===== src/design/fir_filter_truncating_saturating_unit_assert.svh =====
// Assertion macros for the truncating, saturating FIR filter.
// Included by the top level; depends on nothing else.
`ifndef FIR_FILTER_TRUNCATING_SATURATING_UNIT_ASSERT_SVH
`define FIR_FILTER_TRUNCATING_SATURATING_UNIT_ASSERT_SVH

// A condition that must hold at every clock edge outside reset.
`define FTS_ASSERT(name, clk, rst_n, cond) \
  name: assert property (@(posedge clk) disable iff (!rst_n) (cond)) \
    else $error("fts assertion failed");

// A condition that, once seen, must be followed by another in the next cycle.
`define FTS_ASSERT_NEXT(name, clk, rst_n, ante, cons) \
  name: assert property (@(posedge clk) disable iff (!rst_n) (ante) |=> (cons)) \
    else $error("fts assertion failed");

`endif


===== src/design/fts_pkg.sv =====
// Shared types, widths and the coefficient table of the FIR filter.
// Used by the tap cell, the adder tree and the top level.
package fts_pkg;

  localparam int SAMPLE_BITS = 9;
  localparam int COEF_W      = 8;
  localparam int ADDED_SHIFT = 2;
  localparam int BASE_TAPS   = 11;

  // Product of a sample and a coefficient, and the truncated term kept per tap.
  localparam int PROD_W     = SAMPLE_BITS + COEF_W;
  localparam int TERM_SHIFT = SAMPLE_BITS - 1 + ADDED_SHIFT;
  localparam int TERM_W     = COEF_W - 1;

  localparam int SAMPLE_MAX = (1 << (SAMPLE_BITS - 1)) - 1;
  localparam int SAMPLE_MIN = -(1 << (SAMPLE_BITS - 1));

  typedef struct packed {
    logic signed [SAMPLE_BITS-1:0] sample_in;
    logic                          sample_valid;
  } fts_in_t;

  typedef struct packed {
    logic signed [SAMPLE_BITS-1:0] filtered_out;
    logic                          out_valid;
  } fts_out_t;

  // Symmetric coefficient set; taps past the base set carry zero.
  function automatic logic signed [COEF_W-1:0] tap_coef(input int unsigned idx);
    logic signed [COEF_W-1:0] c;
    case (idx)
      0, 10:   c = -8'sd1;
      1, 9:    c = -8'sd4;
      2, 8:    c = -8'sd7;
      3, 7:    c = 8'sd16;
      4, 6:    c = 8'sd70;
      5:       c = 8'sd101;
      default: c = '0;
    endcase
    return c;
  endfunction

endpackage


===== src/design/fts_tap_cell.sv =====
// One tap of the delay line: holds a sample, hands it to the next tap on a
// shift and registers its truncated product term. Depends on fts_pkg.
module fts_tap_cell #(
  parameter int unsigned TAP_IDX = 0
) (
  input  logic                                  clk_i,
  input  logic                                  rst_ni,
  input  logic                                  shift_i,
  input  logic                                  load_i,
  input  logic signed [fts_pkg::SAMPLE_BITS-1:0] sample_i,
  output logic signed [fts_pkg::SAMPLE_BITS-1:0] sample_o,
  output logic signed [fts_pkg::TERM_W-1:0]      term_o
);
  import fts_pkg::*;

  localparam logic signed [COEF_W-1:0] TapCoef = tap_coef(TAP_IDX);

  logic signed [SAMPLE_BITS-1:0] sample_q, sample_d;
  logic signed [PROD_W-1:0]      prod, prod_shr;
  logic signed [TERM_W-1:0]      term_q;

  // The delay line moves by one place when a valid sample comes in.
  assign sample_d = shift_i ? sample_i : sample_q;

  always_ff @(posedge clk_i or negedge rst_ni) begin
    if (!rst_ni) begin
      sample_q <= '0;
    end else begin
      sample_q <= sample_d;
    end
  end

  // Product with the fixed coefficient, floored by the combined right shift.
  always_comb begin
    prod     = PROD_W'(sample_d) * PROD_W'(TapCoef);
    prod_shr = prod >>> TERM_SHIFT;
  end

  always_ff @(posedge clk_i) begin
    if (load_i) begin
      term_q <= prod_shr[TERM_W-1:0];
    end
  end

  assign sample_o = sample_q;
  assign term_o   = term_q;

endmodule


===== src/design/fts_add_tree.sv =====
// Pipelined binary adder tree with a valid/ready handshake between levels.
// Sums the tap terms and carries the result flag along. Depends on fts_pkg.
module fts_add_tree #(
  parameter int N_IN = 11,
  parameter int IN_W = 7,
  parameter int OUT_W = IN_W + $clog2(N_IN)
) (
  input  logic                   clk_i,
  input  logic                   rst_ni,
  input  logic                   in_valid_i,
  output logic                   in_ready_o,
  input  logic                   flag_i,
  input  logic signed [IN_W-1:0] terms_i [N_IN],
  output logic                   out_valid_o,
  input  logic                   out_ready_i,
  output logic                   flag_o,
  output logic signed [OUT_W-1:0] sum_o
);
  import fts_pkg::*;

  localparam int Levels = $clog2(N_IN);
  localparam int Nodes  = (1 << Levels) - 1;

  logic [Levels-1:0] vld_q;
  logic [Levels-1:0] flag_q;
  logic [Levels:0]   ready;
  logic signed [OUT_W-1:0] node_sum [Nodes];

  // Each level advances when it is empty or the next level takes its contents.
  always_comb begin
    ready[Levels] = out_ready_i;
    for (int s = Levels - 1; s >= 0; s--) begin
      ready[s] = !vld_q[s] || ready[s+1];
    end
  end

  // Valid and flag bits move with the data, level by level.
  always_ff @(posedge clk_i or negedge rst_ni) begin
    if (!rst_ni) begin
      vld_q  <= '0;
      flag_q <= '0;
    end else begin
      if (ready[0]) begin
        vld_q[0]  <= in_valid_i;
        flag_q[0] <= flag_i;
      end
      for (int s = 1; s < Levels; s++) begin
        if (ready[s]) begin
          vld_q[s]  <= vld_q[s-1];
          flag_q[s] <= flag_q[s-1];
        end
      end
    end
  end

  // Nodes in heap order: node 0 is the root, leaves beyond the array are terms.
  for (genvar n = 0; n < Nodes; n++) begin : g_node
    localparam int Depth = $clog2(n + 2) - 1;
    localparam int Stage = Levels - 1 - Depth;
    localparam int ChA   = 2 * n + 1;
    localparam int ChB   = 2 * n + 2;

    logic signed [OUT_W-1:0] opa, opb, sum_q;

    if (ChA >= Nodes) begin : g_leaf_a
      if (ChA - Nodes < N_IN) begin : g_term
        assign opa = OUT_W'(terms_i[ChA-Nodes]);
      end else begin : g_pad
        assign opa = '0;
      end
    end else begin : g_inner_a
      assign opa = node_sum[ChA];
    end

    if (ChB >= Nodes) begin : g_leaf_b
      if (ChB - Nodes < N_IN) begin : g_term
        assign opb = OUT_W'(terms_i[ChB-Nodes]);
      end else begin : g_pad
        assign opb = '0;
      end
    end else begin : g_inner_b
      assign opb = node_sum[ChB];
    end

    always_ff @(posedge clk_i) begin
      if (ready[Stage]) begin
        sum_q <= opa + opb;
      end
    end

    assign node_sum[n] = sum_q;
  end

  assign in_ready_o  = ready[0];
  assign out_valid_o = vld_q[Levels-1];
  assign flag_o      = flag_q[Levels-1];
  assign sum_o       = node_sum[0];

endmodule


===== src/design/fir_filter_truncating_saturating_unit.sv =====
// Top level of the truncating, saturating FIR filter: tap cells, adder tree
// and output register. Depends on fts_pkg, fts_tap_cell and fts_add_tree.
//
// Usage: requests arrive on in_valid_i/in_ready_o with payload in_req_i and
// results leave on out_valid_o/out_ready_i with payload out_res_o. Every
// accepted request gives exactly one result, in order. A request whose
// sample_valid bit is set shifts its sample into the delay line and advances
// the fill count, which stops at NUM_TAPS; a request without it leaves the
// delay line alone and still yields the filter output of the held samples.
// The out_valid field is set once NUM_TAPS valid samples have arrived and the
// request itself carried a valid sample.
// After a request is accepted, its tap products are captured at the accepting
// edge, then registered at each adder tree level in turn and, after saturation,
// in the output register; a stalled receiver can hold a result in any of them.
// Throughput: one request per cycle; every level of the tree hands off on its
// own handshake, so the block keeps accepting while a result waits, until
// all levels are full.
// Reset clears the delay line, the fill count and all valid bits.
module fir_filter_truncating_saturating_unit #(
  parameter int NUM_TAPS = 11
) (
  input  logic             clk_i,
  input  logic             rst_ni,
  input  logic             in_valid_i,
  output logic             in_ready_o,
  input  fts_pkg::fts_in_t in_req_i,
  output logic             out_valid_o,
  input  logic             out_ready_i,
  output fts_pkg::fts_out_t out_res_o
);
  import fts_pkg::*;

  `include "fir_filter_truncating_saturating_unit_assert.svh"

  localparam int FillW = $clog2(NUM_TAPS + 1);
  localparam int AccW  = TERM_W + $clog2(NUM_TAPS);
  localparam int CmpW  = AccW + ADDED_SHIFT + SAMPLE_BITS;
  localparam logic [FillW-1:0]     FillFull = FillW'(NUM_TAPS);
  localparam logic [FillW-1:0]     FillLast = FillW'(NUM_TAPS - 1);
  localparam logic signed [CmpW-1:0] SatHi = CmpW'(SAMPLE_MAX);
  localparam logic signed [CmpW-1:0] SatLo = CmpW'(SAMPLE_MIN);

  logic in_accept, shift;
  logic [FillW-1:0] fill_q, fill_d;
  logic p_valid_q, p_flag_q, p_ready;
  logic signed [SAMPLE_BITS-1:0] tap_sample [NUM_TAPS];
  logic signed [TERM_W-1:0]      tap_term [NUM_TAPS];

  logic tree_in_ready, tree_out_valid, tree_out_ready, tree_flag;
  logic signed [AccW-1:0] tree_sum;

  logic out_valid_q;
  fts_out_t out_res_q, out_res_d;
  logic signed [CmpW-1:0] scaled;

  assign in_accept = in_valid_i && in_ready_o;
  assign shift     = in_accept && in_req_i.sample_valid;

  // Fill count of valid samples, held at NUM_TAPS once reached.
  always_comb begin
    fill_d = fill_q;
    if (shift && fill_q != FillFull) begin
      fill_d = fill_q + 1'b1;
    end
  end

  always_ff @(posedge clk_i or negedge rst_ni) begin
    if (!rst_ni) begin
      fill_q <= '0;
    end else begin
      fill_q <= fill_d;
    end
  end

  // Row of tap cells; each passes its sample on to the next tap.
  for (genvar i = 0; i < NUM_TAPS; i++) begin : g_tap
    logic signed [SAMPLE_BITS-1:0] chain_in;
    if (i == 0) begin : g_head
      assign chain_in = in_req_i.sample_in;
    end else begin : g_body
      assign chain_in = tap_sample[i-1];
    end

    fts_tap_cell #(
      .TAP_IDX(i)
    ) u_cell (
      .clk_i   (clk_i),
      .rst_ni  (rst_ni),
      .shift_i (shift),
      .load_i  (in_accept),
      .sample_i(chain_in),
      .sample_o(tap_sample[i]),
      .term_o  (tap_term[i])
    );
  end

  // Product stage: the tap terms hold one request until the tree takes it.
  assign p_ready    = !p_valid_q || tree_in_ready;
  assign in_ready_o = p_ready;

  always_ff @(posedge clk_i or negedge rst_ni) begin
    if (!rst_ni) begin
      p_valid_q <= 1'b0;
      p_flag_q  <= 1'b0;
    end else if (p_ready) begin
      p_valid_q <= in_valid_i;
      p_flag_q  <= in_req_i.sample_valid && (fill_q == FillFull || fill_q == FillLast);
    end
  end

  fts_add_tree #(
    .N_IN (NUM_TAPS),
    .IN_W (TERM_W),
    .OUT_W(AccW)
  ) u_tree (
    .clk_i      (clk_i),
    .rst_ni     (rst_ni),
    .in_valid_i (p_valid_q),
    .in_ready_o (tree_in_ready),
    .flag_i     (p_flag_q),
    .terms_i    (tap_term),
    .out_valid_o(tree_out_valid),
    .out_ready_i(tree_out_ready),
    .flag_o     (tree_flag),
    .sum_o      (tree_sum)
  );

  // Scale the sum back up and clamp it to the sample range.
  always_comb begin
    scaled = CmpW'(tree_sum) <<< ADDED_SHIFT;
    out_res_d.out_valid = tree_flag;
    if (scaled > SatHi) begin
      out_res_d.filtered_out = SatHi[SAMPLE_BITS-1:0];
    end else if (scaled < SatLo) begin
      out_res_d.filtered_out = SatLo[SAMPLE_BITS-1:0];
    end else begin
      out_res_d.filtered_out = scaled[SAMPLE_BITS-1:0];
    end
  end

  // Output register parts the tree from the receiver.
  assign tree_out_ready = !out_valid_q || out_ready_i;

  always_ff @(posedge clk_i or negedge rst_ni) begin
    if (!rst_ni) begin
      out_valid_q <= 1'b0;
    end else if (tree_out_ready) begin
      out_valid_q <= tree_out_valid;
    end
  end

  always_ff @(posedge clk_i) begin
    if (tree_out_valid && tree_out_ready) begin
      out_res_q <= out_res_d;
    end
  end

  assign out_valid_o = out_valid_q;
  assign out_res_o   = out_res_q;

  // The fill count never passes the number of taps.
  `FTS_ASSERT(a_fill_bound, clk_i, rst_ni, fill_q <= FillFull)
  // A flagged result can only exist once the delay line has filled.
  `FTS_ASSERT(a_flag_needs_full, clk_i, rst_ni,
              !(out_valid_q && out_res_q.out_valid) || fill_q == FillFull)
  // A valid sample below saturation advances the count by exactly one.
  `FTS_ASSERT_NEXT(a_fill_step, clk_i, rst_ni, shift && fill_q != FillFull,
                   fill_q == FillW'($past(fill_q) + 1'b1))

endmodule

===== config.mk =====
export PLATFORM = sky130hd
export DESIGN_NAME = fir_filter_truncating_saturating_unit
export DESIGN_NICKNAME = d
export VERILOG_FILES = /design/src/design/fts_pkg.sv /design/src/design/fts_tap_cell.sv /design/src/design/fts_add_tree.sv /design/src/design/fir_filter_truncating_saturating_unit.sv
export VERILOG_INCLUDE_DIRS = /design/src /design/src/design
export SDC_FILE = /design/constraint.sdc
export NUM_CORES = 1
export LEC_CHECK = 0
export BUFFER_PORTS_ARGS = -buffer_cell sky130_fd_sc_hd__buf_2
export CAP_MARGIN = 20
export CORE_UTILIZATION = 40
export CTS_CLUSTER_SIZE = 16
export DETAILED_ROUTE_END_ITERATION = 10
export GPL_TIMING_DRIVEN = 0
export PLACE_DENSITY_LB_ADDON = 0.25
export REMOVE_ABC_BUFFERS = 1
export SETUP_SLACK_MARGIN = 0.1
export SLEW_MARGIN = 40
export SYNTH_ARGS = -nofsm -noshare
export SYNTH_HDL_FRONTEND = slang
export SYNTH_SLANG_ARGS = --single-unit

===== constraint.sdc =====
create_clock -name clk_i -period 11.4 [get_ports clk_i]
set_input_delay 2.28 -clock clk_i [delete_from_list [all_inputs] [get_ports clk_i]]
set_output_delay 2.28 -clock clk_i [all_outputs]
set_load 0.02 [all_outputs]

# Word level (Yosys, flattened, before mapping)
# Cells that the tools add are included.
# classes
muxes	12
reduce_logical	18
order_cmp	2
n_eq_ne	3
n_mul	5
n_addsub	15
# op_table
operator	count
2-to-1 mux 9 bit	12
adder 11 bit	4
negation 9 -> 17 bit	2
multiplier 9 x 7 -> 16 bit, second input constant	2
negation 9 -> 15 bit	2
multiplier 9 x 4 -> 13 bit, second input constant	2
multiplier 9 x 8 -> 17 bit, second input constant	1
adder 7 x 7 -> 8 bit	2
> comparator 13 x 9 -> 1 bit, second input constant	1
< comparator 13 x 9 -> 1 bit, second input constant	1
adder 11 x 7 -> 11 bit	1
adder 3 x 7 -> 8 bit	1
adder 7 x 3 -> 8 bit	1
equality test 4 bit, second input constant	2
logical OR 1 bit	7
logical NOT 1 bit	6
logical AND 1 bit	5
adder 3 x 3 -> 4 bit	1
adder 4 x 1 -> 4 bit, second input constant	1
!= test 4 bit, second input constant	1
# totals
reg_bits	313
out_inout_bits	12
input_bits	14
wordCells	105

# Longest topological paths before layout
# Gate-level depths: netlist of the first run.
# depth
word_depth	11
mapped_depth	21
mapped_depth_nobuf	17

# Modules after synthesis
# From an unflattened synthesis of the first run, not the netlist that was laid out.
# unflattened
cells_unflattened	1400
hier_area_um2	17763.3
# by_module_without_submodules
mod	cells_per_inst	seq_area_each_um2	instances	area_each_um2
fts_add_tree	531	3593.4	1	6757.7
fts_tap_cell (g_tap[4].u_cell ...)	130	435.4	2	1471.4
fts_tap_cell (g_tap[2].u_cell ...)	80	315.3	2	912.1
fts_tap_cell (g_tap[5].u_cell)	153	435.4	1	1749.2
fts_tap_cell (g_tap[1].u_cell ...)	47	435.4	2	683.2
fts_tap_cell (g_tap[0].u_cell ...)	40	435.4	2	645.6
fts_tap_cell (g_tap[3].u_cell ...)	26	315.3	2	491.7
fir_filter_truncating_saturating_unit	70	445.4	1	848.3

# Worst setup path after synthesis of the first run
# No wires, ideal clock.
# synth_path
path_kind	in2reg
start	input out_ready_i
end	register g_tap[5].u_cell.term_q[3], data pin
t_required_ns	11.139
path_buffers	4
setup_ns	0.261
path_slack_ns	4.071
arrival_time_ns	7.068
cell_stages	21
path_cell_list	nand4b_4 o211ai_4 buf_2 buf_2 buf_2 buf_1 nand2_1 nand2_1 ha_1 inv_1 fa_1 inv_1 fa_1 ha_1 ha_1 a21oi_1 o21ai_0 nor3b_1 a211oi_1 nor4_1 a311o_1
# synth_via
elab_chain_cells	10
# synth_lines
element	line	source
start: declaration	fir_filter_truncating_saturating_unit.sv:28	input logic out_ready_i,
logical OR 1 bit	fir_filter_truncating_saturating_unit.sv:142	assign tree_out_ready = !out_valid_q || out_ready_i;
logical OR 1 bit (4 in a row)	fts_add_tree.sv:33	ready[s] = !vld_q[s] || ready[s+1];
logical OR 1 bit	fir_filter_truncating_saturating_unit.sv:98	assign p_ready = !p_valid_q || tree_in_ready;
logical AND 1 bit	fir_filter_truncating_saturating_unit.sv:56	assign in_accept = in_valid_i && in_ready_o;
logical AND 1 bit	fir_filter_truncating_saturating_unit.sv:57	assign shift = in_accept && in_req_i.sample_valid;
2-to-1 mux 9 bit	fts_tap_cell.sv:23	assign sample_d = shift_i ? sample_i : sample_q;
via g_tap[5].u_cell.sample_d[3]	fts_tap_cell.sv:18	logic signed [SAMPLE_BITS-1:0] sample_q, sample_d;
multiplier 9 x 8 -> 17 bit	fts_tap_cell.sv:35	prod = PROD_W'(sample_d) * PROD_W'(TapCoef);
via g_tap[5].u_cell.prod[13]	fts_tap_cell.sv:19	logic signed [PROD_W-1:0] prod, prod_shr;
end signal: assignment	fts_tap_cell.sv:41	term_q <= prod_shr[TERM_W-1:0];
end: declaration	fts_tap_cell.sv:20	logic signed [TERM_W-1:0] term_q;
# The timed path passes the listed nets, and every way through them passes these cells.
# A chain may end at the register's enable or synchronous reset.

# Final worst setup path of the first run
# layout_path
start	input out_ready_i
end	register g_tap[5].u_cell.term_q[3], data pin
# layout_via
elab_chain_cells	10
# layout_lines
element	line	source
logical OR 1 bit	fir_filter_truncating_saturating_unit.sv:142	
logical OR 1 bit (2 in a row)	fts_add_tree.sv:33	
via u_tree.ready[2]	fts_add_tree.sv:26	logic [Levels:0] ready;
logical OR 1 bit (2 in a row)	fts_add_tree.sv:33	
logical OR 1 bit	fir_filter_truncating_saturating_unit.sv:98	
logical AND 1 bit	fir_filter_truncating_saturating_unit.sv:56	
logical AND 1 bit	fir_filter_truncating_saturating_unit.sv:57	
2-to-1 mux 9 bit	fts_tap_cell.sv:23	
via g_tap[5].u_cell.sample_d[3]	fts_tap_cell.sv:18	
multiplier 9 x 8 -> 17 bit	fts_tap_cell.sv:35	
via g_tap[5].u_cell.prod[13]	fts_tap_cell.sv:19	
# The timed path passes the listed nets, and every way through them passes these cells.

==> flow_summary.toml, run 1 <==
[detailed_routing]
vias_per_cell = 4.930
drtIter0Drc = 490
antenna_left = 0
drc = 0
first_pass_iters = 5
avgRoutedWirePerCell_um = 13.56
wl_mm = 28.96
route.vias.total = 10530

[yosys]
synth_xor_area_frac = 0.03987
yosys-top-cells-area = "edfxtp_1, dfrtp_1, ha_1, nand2_1, fa_1"
synth_area_mm2 = 0.01714
synthMuxAreaShare = 0.03388
syn_area_per_cell_um2 = 11.22
async_reset_ff_frac = 0.3891
synthCells = 1527
synth-edff-count = 179
synth_fa_ha_area_frac = 0.2037
ys_seq_area_frac = 0.4801
yosys_warnings = 0
ys_seq_elements = 293
synth_compound_gate_area_share = 0.07827
synth.top_cells.by_count = "nand2_1, ha_1, edfxtp_1"
yosys.area_share.simple = 0.1176
yosysMostFrequentCell = "nand2_1"
synth_top_family_by_area = "adder cells"
yosys.area.top_type = "edfxtp_1"
synth_flop_cell = "edfxtp_1"
ys_types = 66
yosys.area.top_type_share = 0.3137

[power_and_ir_drop]
p_leak_uw = 0.008999
power_frac_seq = 0.332
pwr_density_cell_mw_per_mm2 = 318.9
p_switching_uw = 2313
pwr-share-comb = 0.493
power.internal_uw = 3803
ir_worst_vdd_mv = 0.1398
p_sw_frac = 0.3782
power_frac_clock = 0.175

[floorplan]
start_util = 0.4067
ios = 26
fp.coreArea_mm2 = 0.04213
die_h_um = 209.0
dieWidth_um = 209.0
num_rows = 75
die_area_mm2 = 0.04367

[clocking]
cts_setup_buffers = 0
cts_hold_buf = 0
cts_resized = 0
ctsHtreeMaxLevel = 2
cts_tree = "done"
cts_inserted_buffers = 34
clockBufferDepth = 3
path_clk_slew_ps = 60
clock_sinks = 293
cts-root-buf = "clkbuf_16"
clk_latency_ps = 510

[grt]
grt_max_degree = 70
grt_pass1_wl_mm = 49.89
grtUsageTotal = 0.1382
grt_pass1_vias = 10620
gr-total-overflow = 0
antenna_found_initial = 0

[final_layout]
final_nets = 1840
areaGrowthSynthToFinish_pct = 11.93
diodes = 0
layout-drive-gt1-share = 0.08328

[sta]
tightest_slew_ps = 780.5
finalSetupViolCount = 0
rsz0062_at_grt = "no"
fin_skew_ps = 14.84
final_max_slew_viol_count = 0
hold_viol = 0
finalCritPeriodShare = 0.6281
holdWs_ps = 415.2
period_needed_ps = 7160
fmax_ghz = 0.1397
relSlewSlack = 0.4778
tns_ps = 0

[critical_path]
path_max_fanout = 41
cp.arrival_ps = 7410
criticalPathCategory = "in2reg"
worst_r2r_startpoint = "out_valid_o"
required_ps = 11650
timing.rr.end = "g_tap[5].u_cell.term_o[3]"
reg2reg_depth = 18
end_kind = "flop"
reg2reg_slack_ps = 5740
critPathLaunchType = "input port"

[placed_design]
numPortBuffers = 25
dp_hpwl_mm = 21.69
place_congestion = 0.7747

[status]
status = "complete, no violations"

[flow_run]
max_cap_viol_count = 0

[worst_hold_path]
hold_path_end = "u_tree.g_node[0].opb[4]"
hold_path_class = "reg2reg"
min-delay-start = "u_tree.g_node[2].opa[4]"
hold_depth = 0
metrics by stage:
step	area, um^2	setup slack (ps)	total power (uW)	instances	utilization
after floorplan	16970	2975	4378	1497	-
after global placement	17770	1299	4974	2061	0.4218
after detailed placement	18070	3673	5086	2074	0.4288
after CTS	19180	4187	6204	2136	0.4551
after global routing	19180	3854	6717	2136	0.4552
final	19180	4240	6116	2136	0.4552
layout by cell type, fill, tap and decap left out, drive strengths merged, types with 13 or more instances in the layout:
| cell type | n |
|---|---|
| a21oi | 48 |
| ha | 215 |
| dfrtp | 114 |
| mux2 | 26 |
| xor2 | 16 |
| nand2 | 244 |
| nor2 | 84 |
| o21a | 16 |
| nand3 | 14 |
| buf | 38 |
| a21o | 17 |
| nor3 | 28 |
| nand2b | 17 |
| nor2b | 13 |
| o21ai | 36 |
| fa | 40 |
| mux2i | 25 |
| edfxtp | 179 |
| clkbuf | 48 |
| xnor2 | 62 |
| inv | 171 |
per-layer routing:
layer	share of wire	wire length [um]	vias to the layer above	global-route usage
met2	0.48	13950	77	0.2417
met3	0.026	759	38	0.01999
met4	0.018	532	0	0.03575
met1	0.47	13720	5035	0.1788
met5	0	0	-	0
li1	-	-	5381	-
worst max-delay path, cell delays in order:
cell and delay, ps:
buf_2 110, nand4b_4 500, o211a_4 570, buf_12 250, nand2_1 140, nand2_1 160, ha_1 310, inv_1 50
fa_1 500, inv_1 50, fa_1 460, ha_1 310, ha_1 300, a21oi_1 100, o21ai_0 220, nor3b_1 100
a211oi_1 490, nor4_1 90, a311o_1 370
kinds of logic (layout without fill, tap and decap cells):
family          count (synthesis)  after routing
simple gates                  452            452
flops                         293            293
fa+ha+maj                     255            255
compound gates                199            199
buf+inv                       199            269
xor+xnor                       78             78
mux                            51             51
flip-flops by register name, summed over array words and instances, names as in the netlist, 9 cells and up:
signal and flops:
u_tree.sum_o 11, g_tap.u_cell.sample_o 99, u_tree.g_node.opa 49, u_tree.g_node.opb 26
u_tree.g_node.sum_q 23, g_tap.u_cell.term_o 61, out_res_o 9
worst max-delay path by stage:
stage | start | endpoint | slack (ps) | depth (start not counted)
after global placement | out_ready_i | g_tap[6].u_cell.term_o[6] | 1300 | 16
after detailed placement | out_ready_i | g_tap[6].u_cell.term_o[6] | 3670 | 17
after global routing | out_ready_i | g_tap[6].u_cell.term_o[6] | 3850 | 17
after floorplan | out_ready_i | g_tap[6].u_cell.term_o[6] | 2980 | 15
after CTS | out_ready_i | g_tap[6].u_cell.term_o[6] | 4190 | 17
final | out_ready_i | g_tap[5].u_cell.term_o[3] | 4240 | 19
layout make-up:
cell class,count,area [um^2]
well taps,539,674.4
repair buffers,38,374.1
multi-input cells,1035,8159
clock buffers,48,964.7
clock inverters,14,146.4
inverters,169,634.4
flip-flops and latches,293,8228
fillers,3828,22950
power by group through the flow:
stage               logic [uW]  registers (uW)  clock network (uW)
floorplan                 2380            2000                   0
global placement          2920            2050                   0
detailed placement        3030            2060                   0
CTS                       3060            2040                1100
global route              3480            2090                1150
finish                    3010            2030                1070
No activity file was read; power rests on OpenSTA's default activity.
==> run 2: changes to the inputs <==
--- a/config.mk
+++ b/config.mk
@@ -6,6 +6,7 @@
 export SDC_FILE = /design/constraint.sdc
 export NUM_CORES = 1
 export LEC_CHECK = 0
+export ABC_AREA = 1
 export BUFFER_PORTS_ARGS = -buffer_cell sky130_fd_sc_hd__buf_2
 export CAP_MARGIN = 20
 export CORE_UTILIZATION = 40
==> constraint.sdc (replaced) <==
create_clock -name clk_i -period 6.2 [get_ports clk_i]
set_input_delay 1.24 -clock clk_i [delete_from_list [all_inputs] [get_ports clk_i]]
set_output_delay 1.24 -clock clk_i [all_outputs]
set_load 0.02 [all_outputs]
==> run 2 against run 1 <==
  * Critical path depth up 6
  * Largest power group unchanged
  * Via count up 5.8%
  * Global-route usage up 0.64 points
==> flow_summary.toml, run 2 <==
[status]
status = "complete, no violations"

[clocking]
clk_latency_ps = 560
ctsHtreeMaxLevel = 1
path_clk_slew_ps = 60
clock_sinks = 293
cts-root-buf = "clkbuf_16"
clockBufferDepth = 3
cts_inserted_buffers = 31
cts_tree = "done"
cts_hold_buf = 0

[yosys]
yosys_warnings = 0
ys_seq_area_frac = 0.4726
yosys-top-cells-area = "edfxtp_1, dfrtp_1, ha_1, nand2_1, inv_1"
async_reset_ff_frac = 0.3891
ys_seq_elements = 293
yosysMostFrequentCell = "nand2_1"
synth-edff-count = 179
synth.top_cells.by_count = "nand2_1, inv_1, ha_1"
synth_area_mm2 = 0.01741
yosys.area.top_type_share = 0.3088
ys_types = 53
syn_area_per_cell_um2 = 10.32
yosys.area.top_type = "edfxtp_1"
synthCells = 1687
synth_flop_cell = "edfxtp_1"

[critical_path]
end_kind = "flop"
crit_top_cell = "inv_1"
cp_slowest_cell = "fa_1"
timing.rr.end = "g_tap[4].u_cell.term_o[5]"
required_ps = 6480
path_buf_inv = 8
cp.arrival_ps = 5800
reg2reg_depth = 23
crit_cells = 25
worst_r2r_startpoint = "out_valid_o"
criticalPathCategory = "in2reg"
path_max_fanout = 59
reg2reg_slack_ps = 1080
critPathLaunchType = "input port"
cp_top_family = "adder cells"
slowest_delay_ps = 500

[placed_design]
place_congestion = 0.8505
dp_cells = 2281
dp_slack_ps = -654.5
dp_hpwl_mm = 23.17
numPortBuffers = 25

[detailed_routing]
drtIter0Drc = 474
antenna_left = 0
route.vias.total = 11140
first_pass_iters = 5
vias_per_cell = 4.752
wl_mm = 30.52
drc = 0
avgRoutedWirePerCell_um = 13.02

[sta]
finalCritPeriodShare = 0.8907
hold_viol = 0
setup_ws_ps = 677.9
tightest_slew_ps = 795.3
fin_skew_ps = 18.46
rsz0062_at_grt = "no"
final_max_slew_viol_count = 0
fmax_ghz = 0.1811
relSlewSlack = 0.4642
finalSetupViolCount = 0
tns_ps = 0
period_needed_ps = 5522

[floorplan]
start_util = 0.4050
die_area_mm2 = 0.04436
dieWidth_um = 210.6
die_h_um = 210.6
fp.coreArea_mm2 = 0.04298
ios = 26
num_rows = 76

[grt]
grt_pass1_vias = 11280
antenna_found_initial = 0
grt_pass1_wl_mm = 53.07
gr-total-overflow = 0
grt_max_degree = 69
grtUsageTotal = 0.1446

[power_and_ir_drop]
p_leak_uw = 0.009153
power_uw = 11280
ir_worst_vdd_mv = 0.3481
pwr_density_cell_mw_per_mm2 = 586.9

[final_layout]
fin_cells = 2345
final_util = 0.4471
diodes = 0
layout-drive-gt1-share = 0.07727
final_cell_mix = "nand2_1, inv_1, ha_1, edfxtp_1, dfrtp_1"
areaGrowthSynthToFinish_pct = 10.39
final_nets = 2004
nFillCells = 4068
largest_register_ffs = 99
final_common_cell = "nand2_1"

[worst_hold_path]
hold_depth = 0
hold_path_class = "reg2reg"
min-delay-start = "g_tap[10].u_cell.term_o[5]"
hold_path_end = "u_tree.g_node[12].sum_q[5]"

[flow_run]
max_cap_viol_count = 0
-- run 2: per-stage QoR --
step                      area [um^2]  hold slack [ps]
after floorplan                 17240            400.3
after global placement          18090            402.7
after detailed placement        18230            404.5
after CTS                       19180            415.4
after global routing            19220            421.5
final                           19220            412.5
-- run 2: layout make-up --
| cell class | instances | area [um^2] | share of cell area |
|---|---|---|---|
| clock buffer | 46 | 852.1 | 0.04434 |
| clock inverter | 12 | 82.58 | 0.004297 |
| inverter | 272 | 1028 | 0.05352 |
| multi-input combinational | 1102 | 8026 | 0.4177 |
| sequential | 293 | 8228 | 0.4282 |
| tap | 585 | 732.0 | 0.03809 |
| timing repair buffer | 35 | 267.8 | 0.01393 |
-- run 2: how the worst max path moves through the flow --
stage                            from                         to  slack (ps)
after global placement    out_ready_i  g_tap[4].u_cell.term_o[5]       -2130
after CTS                 out_ready_i  g_tap[4].u_cell.term_o[5]         140
after global routing      out_ready_i  g_tap[4].u_cell.term_o[5]         240
final                     out_ready_i  g_tap[4].u_cell.term_o[5]         680
after detailed placement  out_ready_i  g_tap[4].u_cell.term_o[5]        -650
after floorplan           out_ready_i  g_tap[6].u_cell.term_o[5]        -700
-- run 2: worst reg2reg max path, stage by stage (launching register included) --
cell and delay, ps:
dfrtp_1 440, nand3_4 230, nor2_4 230, nand4_4 180, nand3_4 130, inv_6 160
or2_2 340, o21ai_2 90, buf_4 220, inv_1 180, ha_1 340, ha_1 280
inv_1 50, fa_1 500, inv_1 40, ha_1 350, a21oi_1 200, o21ai_0 130
inv_1 110, nor3_1 50, a2111oi_1 350, nand2_1 110, nand2_1 70, nand2_1 80
-- run 2: routing by layer --
layer / up-vias / global-route usage / wire (um)
met2: 108 / 0.2515 / 14810
met4: 0 / 0.03248 / 485
met3: 37 / 0.01740 / 773
li1: 5765 / - / -
met1: 5234 / 0.1927 / 14460
met5: - / 0 / 0
-- run 2: cell families after synthesis --
kind of cell | after synthesis | share of synthesized area
buffers and inverters | 294 | 0.06864
flip-flops | 293 | 0.4726
AND/OR/NAND/NOR | 486 | 0.1253
XOR/XNOR | 82 | 0.04125
AO/OA/AOI/OAI | 266 | 0.08517
adder cells (fa/ha/maj) | 255 | 0.2005
multiplexers | 11 | 0.006468
-- run 2: power breakdown --
part           internal [uW]  switching (uW)
clock network            985             722
logic                   2320            3660
registers               3290             304
total                   6590            4690
-- run 2: repair_timing --
action	in CTS	in global routing
cloned	2	0
endpoints found under the setup margin	1	3
setup buffers	0	4
gates resized for setup	0	2
pin swaps	1	2
==> run 3: changes to the inputs <==
--- a/config.mk
+++ b/config.mk
@@ -9,6 +9,7 @@
 export ABC_AREA = 1
 export BUFFER_PORTS_ARGS = -buffer_cell sky130_fd_sc_hd__buf_2
 export CAP_MARGIN = 20
+export CORE_ASPECT_RATIO = 1.75
 export CORE_UTILIZATION = 40
 export CTS_CLUSTER_SIZE = 16
 export DETAILED_ROUTE_END_ITERATION = 10
==> run 3 against run 2 <==
  * Via count up 1.6%
  * Routed wire length up 8.7%
  * Register-to-register slack got worse by 200 ps
==> flow_summary.toml, run 3 (synthesized netlist as in run 2, its figures left out) <==
[status]
status = "complete, no violations"

[floorplan]
start_util = 0.4068
dieWidth_um = 159.7
ios = 26
fp.coreArea_mm2 = 0.04279
num_rows = 100
die_area_mm2 = 0.04439
die_h_um = 278.0

[final_layout]
seq_area_mm2 = 0.008228
final_nets = 2002
largest_register_ffs = 99
layout-drive-gt1-share = 0.07806
diodes = 0
final_common_cell = "nand2_1"
nFillCells = 4066
final_cell_mix = "nand2_1, inv_1, ha_1, edfxtp_1, dfrtp_1"
fin_area_mm2 = 0.01915
multi_input_area_mm2 = 0.008021
areaGrowthSynthToFinish_pct = 9.976

[detailed_routing]
avgRoutedWirePerCell_um = 14.33
wl_mm = 33.18
first_pass_iters = 4
drtIter0Drc = 380
drc = 0
route.vias.total = 11320
antenna_left = 0
vias_per_cell = 4.888

[grt]
grt_pass1_vias = 11920
grt_pass1_wl_mm = 56.17
gr-total-overflow = 0
grt_max_degree = 68
antenna_found_initial = 2
grtUsageTotal = 0.1570

[clocking]
cts_inserted_buffers = 28
cts_hold_buf = 0
cts-root-buf = "clkbuf_16"
clk_latency_ps = 550
clock_sinks = 293
path_clk_slew_ps = 60
clockBufferDepth = 3
cts_tree = "done"
ctsHtreeMaxLevel = 1

[critical_path]
end_kind = "flop"
cp.arrival_ps = 6020
criticalPathCategory = "in2reg"
required_ps = 6500
critPathLaunchType = "input port"
path_max_fanout = 59
reg2reg_depth = 22

[placed_design]
dp_hpwl_mm = 25.94
place_area_mm2 = 0.01820
place_congestion = 0.9041
numPortBuffers = 25

[power_and_ir_drop]
p_leak_uw = 0.009130
power_uw = 11320
ir_worst_vdd_mv = 0.5957
pwr_density_cell_mw_per_mm2 = 591.4

[sta]
fin_skew_ps = 15.16
fmax_ghz = 0.1747
final_max_slew_viol_count = 0
tightest_slew_ps = 724.4
hold_viol = 0
finalSetupViolCount = 0
period_needed_ps = 5724
relSlewSlack = 0.5119
rsz0062_at_grt = "no"
finalCritPeriodShare = 0.9233

[worst_hold_path]
hold_path_class = "reg2reg"
hold_depth = 0

[flow_run]
max_cap_viol_count = 0
==> run 3: changes by cell type in the layout (fill, tap and decap cells not counted) <==
cell,before,now
clkbuf_1,13,9
buf_4,6,8
clkbuf_16,31,29
clkbuf_8,2,0
clkinvlp_4,0,2
a2111oi_1,1,0
a2111oi_2,0,1
bufinv_16,1,2
clkinv_1,5,4
nand3_2,4,3
o21ai_0,96,95
o21ai_1,14,15
==> run 3: report_power, final <==
part	internal [uW]	switching, uW
clock network	942	717
logic	2330	3730
registers	3290	315
total	6560	4760
==> run 3: metal layers <==
metal	wire, um	vias to the layer above	track usage
met5	0	-	0
met4	1391	0	0.07076
met3	634	70	0.01386
met2	19080	124	0.3224
met1	12080	5385	0.1546
li1	-	5742	-
==> run 3: worst max-delay path, cell delays in order <==
cell and delay, ps:
buf_2 100, inv_2 80, nand3_4 200, nor2_4 220
nand4_4 270, nand3_4 300, inv_6 210, nand2_1 240
nand2_1 220, ha_1 330, inv_1 50, fa_1 490
inv_1 50, fa_1 450, ha_1 310, ha_1 330
a21oi_1 220, nor2_1 80, o21ai_0 200, nand2_1 80
a21oi_1 150, nand2_1 70, nand2_1 50, nand2_1 60
==> run 3: path summary, 6_finish.rpt <==
path,slack (ps),start,endpoint
worst max-delay path,480,out_ready_i,g_tap[5].u_cell.term_o[6]
worst min-delay path,420,u_tree.g_node[2].opa[0],u_tree.g_node[0].opb[0]
worst max register to register,880,out_valid_o,g_tap[5].u_cell.term_o[6]
worst min register to register,420,u_tree.g_node[2].opa[0],u_tree.g_node[0].opb[0]
max in group asynchronous,4910,rst_ni,g_tap[8].u_cell.sample_o[3]
min in group asynchronous,600,rst_ni,g_tap[2].u_cell.sample_o[2]
==> run 3: cell type report <==
cell class / count / share of cell area
clock buffers: 38 / 0.03967
clock inverters: 14 / 0.006470
inverters: 272 / 0.05372
well taps: 561 / 0.03666
multi-input cells: 1101 / 0.4190
repair buffers: 37 / 0.01477
flip-flops and latches: 293 / 0.4297
==> run 3: per-stage QoR <==
stage                     TNS, ps    util  std cells  hold slack, ps  worst slack (ps)
after floorplan             -5113       -       1665           400.3            -703.4
after global placement     -36140  0.4222       2251           401.5             -2300
after detailed placement    -3779  0.4252       2257           404.5            -560.5
after CTS                       0  0.4461       2310           419.0             150.3
after global routing            0  0.4474       2316           427.4             164.7
final                           0  0.4474       2316           418.4             475.6
==> run 3: repair_timing <==
action	CTS	global route
resized for setup	0	3
buffers inserted	0	6
cloned	1	0
pin swaps	1	1
setup endpoints to repair	1	7
